==> config.mk <==
export PLATFORM = sky130hd
export DESIGN_NAME = greedy_k_server_policy_core
export DESIGN_NICKNAME = d
export VERILOG_FILES = /design/src/gks_pkg.sv /design/src/gks_dist_ram.sv /design/src/gks_min_unit.sv /design/src/greedy_k_server_policy_core.sv
export VERILOG_INCLUDE_DIRS = /design/src /design/src/src
export SDC_FILE = /design/constraint.sdc
export NUM_CORES = 2
export LEC_CHECK = 0
export BUFFER_PORTS_ARGS = -buffer_cell sky130_fd_sc_hd__buf_2
export CELL_PAD_IN_SITES_DETAIL_PLACEMENT = 1
export CELL_PAD_IN_SITES_GLOBAL_PLACEMENT = 1
export CORE_UTILIZATION = 56
export DETAILED_ROUTE_END_ITERATION = 8
export GPL_TIMING_DRIVEN = 0
export PLACE_DENSITY_LB_ADDON = 0.1
export SYNTH_ARGS = -nofsm -noshare
export SYNTH_HDL_FRONTEND = slang
export SYNTH_SLANG_ARGS = --single-unit
==> constraint.sdc <==
create_clock -name clk -period 5.1 [get_ports clk]
set_input_delay 0.51 -clock clk [delete_from_list [all_inputs] [get_ports clk]]
set_output_delay 0.51 -clock clk [all_outputs]
set_load 0.05 [all_outputs]
==> src/greedy_k_server_policy_core_macros.svh <==
// ----------------------------------------------------------------------------
// greedy k-server core assertion macros
// shared property shorthands for the core's checks
// ----------------------------------------------------------------------------
`ifndef GREEDY_K_SERVER_POLICY_CORE_MACROS_SVH
`define GREEDY_K_SERVER_POLICY_CORE_MACROS_SVH

// same-cycle implication
`define GKS_ASSERT_IMP(lbl, ante, cons, msg) \
  lbl: assert property (@(posedge clk) disable iff (!rst_n) (ante) |-> (cons)) else $error(msg);

// next-cycle implication
`define GKS_ASSERT_NXT(lbl, ante, cons, msg) \
  lbl: assert property (@(posedge clk) disable iff (!rst_n) (ante) |=> (cons)) else $error(msg);

`endif

==> src/gks_pkg.sv <==
// ----------------------------------------------------------------------------
// gks_pkg
// sizes, beat types and request codes for the greedy k-server core
// ----------------------------------------------------------------------------
`timescale 1ns / 1ps

package gks_pkg;

  localparam int MAX_POINTS  = 16;
  localparam int MAX_SERVERS = 8;
  localparam int DIST_BITS   = 16;
  localparam int PT_W        = $clog2(MAX_POINTS);
  localparam int SRV_W       = $clog2(MAX_SERVERS);
  localparam int ADDR_W      = 2 * PT_W;
  localparam int COST_W      = 32;
  localparam int NSRV_W      = 4;

  localparam logic [1:0] REQ_LOAD    = 2'd0;
  localparam logic [1:0] REQ_SERVE   = 2'd1;
  localparam logic [1:0] REQ_RESTART = 2'd2;

  typedef struct packed {
    logic [1:0]           req_type;
    logic [PT_W-1:0]      point_a;
    logic [PT_W-1:0]      point_b;
    logic [DIST_BITS-1:0] distance;
  } gks_in_t;

  typedef struct packed {
    logic [SRV_W-1:0]     server_index;
    logic                 moved;
    logic [DIST_BITS-1:0] step_cost;
    logic [COST_W-1:0]    total_cost;
  } gks_out_t;

  typedef struct packed {
    logic             vld;
    logic             first;
    logic [SRV_W-1:0] idx;
  } gks_cand_t;

endpackage

==> src/gks_dist_ram.sv <==
// ----------------------------------------------------------------------------
// gks_dist_ram
// distance table, one write port and one registered read port
// ----------------------------------------------------------------------------
`timescale 1ns / 1ps

module gks_dist_ram (
  input  logic                          clk,
  input  logic                          we,
  input  logic [gks_pkg::ADDR_W-1:0]    waddr,
  input  logic [gks_pkg::DIST_BITS-1:0] wdata,
  input  logic                          re,
  input  logic [gks_pkg::ADDR_W-1:0]    raddr,
  output logic [gks_pkg::DIST_BITS-1:0] rdata
);
  import gks_pkg::*;

  logic [DIST_BITS-1:0] mem [(1 << ADDR_W)];

  always_ff @(posedge clk) begin
    if (we) begin
      mem[waddr] <= wdata;
    end
  end

  always_ff @(posedge clk) begin
    if (re) begin
      rdata <= mem[raddr];
    end
  end

endmodule

==> src/gks_min_unit.sv <==
// ----------------------------------------------------------------------------
// gks_min_unit
// shared compare unit, keeps the nearest server seen during a scan
// ----------------------------------------------------------------------------
`timescale 1ns / 1ps

module gks_min_unit (
  input  logic                          clk,
  input  logic                          rst_n,
  input  gks_pkg::gks_cand_t            issue,
  input  logic [gks_pkg::DIST_BITS-1:0] rd_dist,
  output logic [gks_pkg::DIST_BITS-1:0] best_dist,
  output logic [gks_pkg::SRV_W-1:0]     best_idx
);
  import gks_pkg::*;

  gks_cand_t            cand_r;
  logic [DIST_BITS-1:0] best_dist_r, best_dist_nxt;
  logic [SRV_W-1:0]     best_idx_r, best_idx_nxt;

  // candidate tag lines up with the ram read latency
  always_ff @(posedge clk) begin
    if (!rst_n) begin
      cand_r <= '0;
    end else begin
      cand_r <= issue;
    end
  end

  always_comb begin
    best_dist_nxt = best_dist_r;
    best_idx_nxt  = best_idx_r;
    if (cand_r.vld && (cand_r.first || (rd_dist < best_dist_r))) begin
      best_dist_nxt = rd_dist;
      best_idx_nxt  = cand_r.idx;
    end
  end

  always_ff @(posedge clk) begin
    best_dist_r <= best_dist_nxt;
    best_idx_r  <= best_idx_nxt;
  end

  assign best_dist = best_dist_r;
  assign best_idx  = best_idx_r;

endmodule

==> src/greedy_k_server_policy_core.sv <==
// ----------------------------------------------------------------------------
// greedy_k_server_policy_core
// greedy online k-server policy over a loaded distance table
// ----------------------------------------------------------------------------
// usage:
//   input beats (in_valid/in_ready) carry a request type: load writes one
//   distance entry, restart puts server i at point i and clears the total,
//   serve asks for a point. only serve beats give an output beat
//   (out_valid/out_ready) with the moved server, step cost and total.
//   cfg_we/cfg_wdata set the number of active servers while idle.
// sequence:
//   load and restart finish in S_IDLE as they are taken. a covered serve goes
//   to S_FINISH and then to the output register; otherwise S_SCAN reads one
//   distance entry per active server through the single ram read port, then
//   S_WAIT and S_FINISH follow. in_ready is low during a serve.
// reset:
//   rst_n clears the servers to their home points, the total to zero and
//   the server count to one. the distance table holds no reset value.
// stalls:
//   a finished result waits in the output register; new loads and restarts
//   are still taken, and a following serve holds at its final step until
//   the receiver takes the waiting beat.
// ----------------------------------------------------------------------------
`timescale 1ns / 1ps
`include "greedy_k_server_policy_core_macros.svh"

module greedy_k_server_policy_core (
  input  logic                       clk,
  input  logic                       rst_n,
  input  logic                       in_valid,
  output logic                       in_ready,
  input  gks_pkg::gks_in_t           in_data,
  output logic                       out_valid,
  input  logic                       out_ready,
  output gks_pkg::gks_out_t          out_data,
  input  logic                       cfg_we,
  input  logic [gks_pkg::NSRV_W-1:0] cfg_wdata
);
  import gks_pkg::*;

  localparam logic [1:0] S_IDLE   = 2'd0;
  localparam logic [1:0] S_SCAN   = 2'd1;
  localparam logic [1:0] S_WAIT   = 2'd2;
  localparam logic [1:0] S_FINISH = 2'd3;

  logic [1:0]           state_r, state_nxt;
  logic [SRV_W-1:0]     cnt_r, cnt_nxt;
  logic [PT_W-1:0]      pa_r, pa_nxt;
  logic                 moved_r, moved_nxt;
  logic [NSRV_W-1:0]    cfg_r, cfg_nxt;
  logic [COST_W-1:0]    cost_r, cost_nxt;
  logic [PT_W-1:0]      pos_r [MAX_SERVERS];
  logic [PT_W-1:0]      pos_nxt [MAX_SERVERS];
  logic                 out_valid_r, out_valid_nxt;
  gks_out_t             out_data_r, out_data_nxt;

  logic                 in_fire;
  logic                 out_fire;
  logic                 finish_go;
  logic [SRV_W-1:0]     last_idx;
  logic [MAX_SERVERS-1:0] cover_vec;
  logic                 ram_we;
  logic [ADDR_W-1:0]    ram_raddr;
  logic [DIST_BITS-1:0] ram_rdata;
  gks_cand_t            issue;
  logic [DIST_BITS-1:0] best_dist;
  logic [SRV_W-1:0]     best_idx;
  logic [COST_W:0]      cost_sum;
  logic [COST_W-1:0]    cost_sat;

  assign in_ready  = (state_r == S_IDLE);
  assign in_fire   = in_valid && in_ready;
  assign out_fire  = out_valid_r && out_ready;
  assign finish_go = (state_r == S_FINISH) && (!out_valid_r || out_ready);
  assign out_valid = out_valid_r;
  assign out_data  = out_data_r;

  // active server count clamped to 1..MAX_SERVERS
  always_comb begin
    if (cfg_r == '0) begin
      last_idx = '0;
    end else if (cfg_r > NSRV_W'(MAX_SERVERS)) begin
      last_idx = SRV_W'(MAX_SERVERS - 1);
    end else begin
      last_idx = SRV_W'(cfg_r - NSRV_W'(1));
    end
  end

  always_comb begin
    for (int j = 0; j < MAX_SERVERS; j++) begin
      cover_vec[j] = (SRV_W'(j) <= last_idx) && (pos_r[j] == in_data.point_a);
    end
  end

  assign ram_we    = in_fire && (in_data.req_type == REQ_LOAD);
  assign ram_raddr = {pa_r, pos_r[cnt_r]};
  assign issue.vld   = (state_r == S_SCAN);
  assign issue.first = (cnt_r == '0);
  assign issue.idx   = cnt_r;

  gks_dist_ram u_ram (
    .clk   (clk),
    .we    (ram_we),
    .waddr ({in_data.point_a, in_data.point_b}),
    .wdata (in_data.distance),
    .re    (issue.vld),
    .raddr (ram_raddr),
    .rdata (ram_rdata)
  );

  gks_min_unit u_min (
    .clk       (clk),
    .rst_n     (rst_n),
    .issue     (issue),
    .rd_dist   (ram_rdata),
    .best_dist (best_dist),
    .best_idx  (best_idx)
  );

  assign cost_sum = {1'b0, cost_r} + (COST_W+1)'(best_dist);
  assign cost_sat = cost_sum[COST_W] ? '1 : cost_sum[COST_W-1:0];

  always_comb begin
    state_nxt     = state_r;
    cnt_nxt       = cnt_r;
    pa_nxt        = pa_r;
    moved_nxt     = moved_r;
    cfg_nxt       = cfg_we ? cfg_wdata : cfg_r;
    cost_nxt      = cost_r;
    pos_nxt       = pos_r;
    out_valid_nxt = out_fire ? 1'b0 : out_valid_r;
    out_data_nxt  = out_data_r;

    unique case (state_r)
      S_IDLE: begin
        if (in_fire) begin
          case (in_data.req_type)
            REQ_SERVE: begin
              pa_nxt    = in_data.point_a;
              cnt_nxt   = '0;
              moved_nxt = ~|cover_vec;
              state_nxt = (|cover_vec) ? S_FINISH : S_SCAN;
            end
            REQ_RESTART: begin
              for (int i = 0; i < MAX_SERVERS; i++) begin
                pos_nxt[i] = PT_W'(i);
              end
              cost_nxt = '0;
            end
            default: begin
            end
          endcase
        end
      end
      S_SCAN: begin
        if (cnt_r == last_idx) begin
          state_nxt = S_WAIT;
        end else begin
          cnt_nxt = cnt_r + SRV_W'(1);
        end
      end
      S_WAIT: begin
        state_nxt = S_FINISH;
      end
      S_FINISH: begin
        if (finish_go) begin
          out_valid_nxt = 1'b1;
          state_nxt     = S_IDLE;
          if (moved_r) begin
            cost_nxt                  = cost_sat;
            pos_nxt[best_idx]         = pa_r;
            out_data_nxt.server_index = best_idx;
            out_data_nxt.moved        = 1'b1;
            out_data_nxt.step_cost    = best_dist;
            out_data_nxt.total_cost   = cost_sat;
          end else begin
            out_data_nxt.server_index = '0;
            out_data_nxt.moved        = 1'b0;
            out_data_nxt.step_cost    = '0;
            out_data_nxt.total_cost   = cost_r;
          end
        end
      end
      default: begin
        state_nxt = S_IDLE;
      end
    endcase
  end

  always_ff @(posedge clk) begin
    if (!rst_n) begin
      state_r     <= S_IDLE;
      cnt_r       <= '0;
      moved_r     <= 1'b0;
      cfg_r       <= NSRV_W'(1);
      cost_r      <= '0;
      out_valid_r <= 1'b0;
      for (int i = 0; i < MAX_SERVERS; i++) begin
        pos_r[i] <= PT_W'(i);
      end
    end else begin
      state_r     <= state_nxt;
      cnt_r       <= cnt_nxt;
      moved_r     <= moved_nxt;
      cfg_r       <= cfg_nxt;
      cost_r      <= cost_nxt;
      out_valid_r <= out_valid_nxt;
      pos_r       <= pos_nxt;
    end
  end

  always_ff @(posedge clk) begin
    pa_r       <= pa_nxt;
    out_data_r <= out_data_nxt;
  end

  `GKS_ASSERT_NXT(a_finish_emits, finish_go, out_valid_r && (state_r == S_IDLE), "serve did not produce a beat")
  `GKS_ASSERT_NXT(a_wait_to_finish, state_r == S_WAIT, state_r == S_FINISH, "scan did not settle in one cycle")
  `GKS_ASSERT_IMP(a_scan_bound, state_r == S_SCAN, cnt_r <= last_idx, "scan ran past the active servers")
  `GKS_ASSERT_IMP(a_covered_zero, out_valid_r && !out_data_r.moved, (out_data_r.step_cost == '0) && (out_data_r.server_index == '0), "covered request carries a cost")

endmodule

==> results.yml <==
outcome:
  status: "finished with violations"
  failing_checks: "negative setup slack"
detailed_routing:
  route.met2.wl_um: 236000
  drt-vias-per-instance: 6.837
  dr_iter_0_viols: 12370
  postRouteAntennaNets: 0
  wirelength_um: 497600
  met1_length_um: 186500
  remaining_drc_errors: 0
  dr_vias: 85730
  dr_wl_met3_um: 49090
  routedWlPerCell_um: 39.68
  maxUsedRoutingLayer: "met5"
  drt_first_pass_iters: 8
clock_network:
  tritoncts.num_buffers: 423
  clock_tree_from_tritoncts: "yes"
  clk_root_buffer_cell: "sky130_fd_sc_hd__clkbuf_16"
  postcts_setup_bufs: 0
  clkSlewWorstSetupHoldPaths_ps: 60
  cts_num_sinks: 4267
  cts-root-to-sink-buffers: 4
  insertion_delay_of_the_later_clocked_pin_in_the_worst_skew_pair_ps: 980
  htree_levels: 5
power_and_ir_drop:
  logic_gate_share_of_total_power: 0.153
  switching_power_uw: 20800
  seq_power_share: 0.468
  power.density_cell_area_nw_per_um2: 434.7
  netSwitchingFraction: 0.2517
  ir_worst_vdd_mv: 0.3562
  p_int_uw: 61830
  power.static_leakage_uw: 0.06011
  power.clock.fraction: 0.378
timing:
  report.final.slew_viol_count: 0
  worst_pin_slew_ps: 1428
  clock_skew_ps: 39.23
  max_freq_mhz: 190.6
  slew_headroom: 0.04602
  timing.hold.ws_ps: 24.32
  post-route-worst-setup-slack_ps: -146.2
  final-hold-violation-count: 0
  final_period_minus_worst_setup_slack_ps: 5246
  final_critical_path_share_of_the_clock_period: 1.029
  setup-violations-final: 9
synthesis:
  synthDominantCellAreaShare: 0.7688
  synthesis.instances: 7481
  netlist_top_cells_area: "sky130_fd_sc_hd__edfxtp_1 77%, sky130_fd_sc_hd__mux4_2 14%, sky130_fd_sc_hd__a22oi_1 1.2%"
  number_of_enable_type_register_cells_in_the_synthesized_netlist: 4187
  mappedNetlistNets: 7555
  proportion_of_synthesized_flip_flops_having_asynchronous_set_or_reset: 0
  ys_seq_elements: 4267
  netlist-cell-type-count: 55
  syn-cell-area_sq_um: 163500
  yosysWarnings: 0
  synth_top_area_cell: "sky130_fd_sc_hd__edfxtp_1"
  postSynth.topFlopCell: "sky130_fd_sc_hd__edfxtp_1"
  synth_sequential_area_ratio: 0.7786
  mean_area_per_synthesized_cell_sq_um: 21.86
global_routing:
  global_route.usage.total: 0.3389
  grt_pass1_vias: 87270
  grt_max_degree: 141
  antenna_found_initial: 17
  grt_overflow_total: 0
  grt_first_pass_wirelength_um: 684600
final_layout:
  layout_commonest_cell: "sky130_fd_sc_hd__edfxtp_1"
  commonest_cells_after_routing_fill_and_taps_aside: "4187 x sky130_fd_sc_hd__edfxtp_1, 1032 x sky130_fd_sc_hd__mux4_2, 430 x sky130_fd_sc_hd__clkbuf_16"
  layout-drive-gt1-share: 0.3159
  areaGrowthSynthToFinish_pct: 16.22
  num-nets-final: 8356
worst_hold_path:
  worst_hold_path_type: "in2reg"
floorplanning:
  floorplan.die_area_sq_um: 294200
  chipHeight_um: 542.4
  std_cell_rows: 198
  die-width_um: 542.4
  floorplan.core_area_sq_um: 290600
  initial_core_util: 0.5628
  io_pins: 89
critical_path:
  critPathLaunchType: "flip-flop"
  path_class: "reg2reg"
  cp_data_arrival_time_ps: 5930
  req_time_crit_path_ps: 5780
  worst-path-max-fanout: 10
  worst_setup_path_end_kind: "flip-flop"
placed_design:
  dp_hpwl_um: 329700
  port_buffers: 87
  place.gp.congestion: 0.9390
  place_worst_setup_slack_ps: -2175
run:
  maxCapViolations: 0
==> flip-flops by register name (all words and copies together), names as in the netlist <==
name             cells
pa_r                 4
u_ram.rdata         16
out_valid            1
state_r              2
cfg_r                4
pos_r               32
moved_r              1
u_min.best_dist     16
u_min.best_idx       3
cnt_r                3
u_ram.mem         4096
out_data            52
u_min.cand_r         5
cost_r              32
==> logic make-up (layout without fill, tap and decap cells) <==
kind of cell	after synthesis	after routing	share of synthesized area
multiplexers	1047	1047	0.1431
flip-flops	4267	4267	0.7786
XOR/XNOR	48	48	0.002571
adder cells (fa/ha/maj)	40	40	0.003091
buffers and inverters	491	1636	0.01314
AO/OA/AOI/OAI	954	954	0.04281
other	0	13	0
AND/OR/NAND/NOR	634	634	0.01669
==> worst paths after layout <==
check / start / endpoint / slack (ps) / depth (start not counted)
hold reg to reg: u_min.cand_r[1] / u_min.best_idx[1] / 410 / 0
setup reg to reg: cnt_r[0] / u_ram.rdata[5] / -150 / 11
setup / recovery: cnt_r[0] / u_ram.rdata[5] / -150 / 11
hold / removal: in_data[14] / u_ram.mem[164][14] / 20 / 1
==> cell type report <==
cell class	instances	area, sq um
Antenna cell	13	32.53
Buffer	456	2597
Multi-Input combinational cell	2723	35870
Clock buffer	511	11070
Clock inverter	258	2626
Sequential cell	4267	127300
Timing Repair Buffer	377	5523
Fill cell	22850	100500
Inverter	34	127.6
Tap cell	3900	4880
==> synth_stat cells, drive strengths merged, types with 59 or more instances <==
library cell,number
buf,208
clkbuf,249
edfxtp,4187
nand2,93
o22ai,59
a22o,129
mux4,1032
a221oi,129
dfxtp,80
nor2,374
a21oi,189
a22oi,263
==> worst max-delay path: stages, from the launching register on <==
cell,delay [ps]
sky130_fd_sc_hd__dfxtp_1,460
sky130_fd_sc_hd__buf_6,230
sky130_fd_sc_hd__mux4_2,540
sky130_fd_sc_hd__mux2i_2,190
sky130_fd_sc_hd__buf_6,230
sky130_fd_sc_hd__buf_6,280
sky130_fd_sc_hd__buf_8,340
sky130_fd_sc_hd__buf_1,630
sky130_fd_sc_hd__mux4_2,420
sky130_fd_sc_hd__a221oi_1,770
sky130_fd_sc_hd__o221ai_1,340
sky130_fd_sc_hd__a221o_1,490
==> through the flow <==
stage | cell area (sq um) | TNS [ps] | power, uW | instances | util
3_3_place_gp | 168900 | -6680220 | 51370 | 11470 | 0.5811
6_report | 190100 | -422.5 | 82630 | 12540 | 0.6541
4_1_cts | 189800 | -8.622 | 82750 | 12530 | 0.6531
3_5_place_dp | 174400 | -31770 | 51580 | 11730 | 0.6001
5_1_grt | 190000 | -30.10 | 84410 | 12530 | 0.6539
2_1_floorplan | 163500 | 0 | 47160 | 7481 | -
==> power groups by stage <==
stage / sequential (uW) / clock, uW / combinational (uW)
after global routing: 38700 / 32600 / 13200
after detailed placement: 39500 / 0 / 12100
final: 38700 / 31300 / 12600
after CTS: 38700 / 31400 / 12600
after floorplan: 39400 / 0 / 7710
after global placement: 39600 / 0 / 11800
==> repair_timing <==
item	4_1_cts	5_1_grt
pin swaps	12	6
endpoints found under the setup margin	16	16
hold endpoints to repair	238	0
resized for setup	397	65
hold buffers	26	0
==> per-layer routing <==
metal / global-route usage / up-vias
met1: 0.4615 / 46140
met4: 0.1637 / 12
met3: 0.07354 / 935
met2: 0.5268 / 5116
li1: - / 33520
met5: 0 / -
Power figures use the tool's default switching activity.
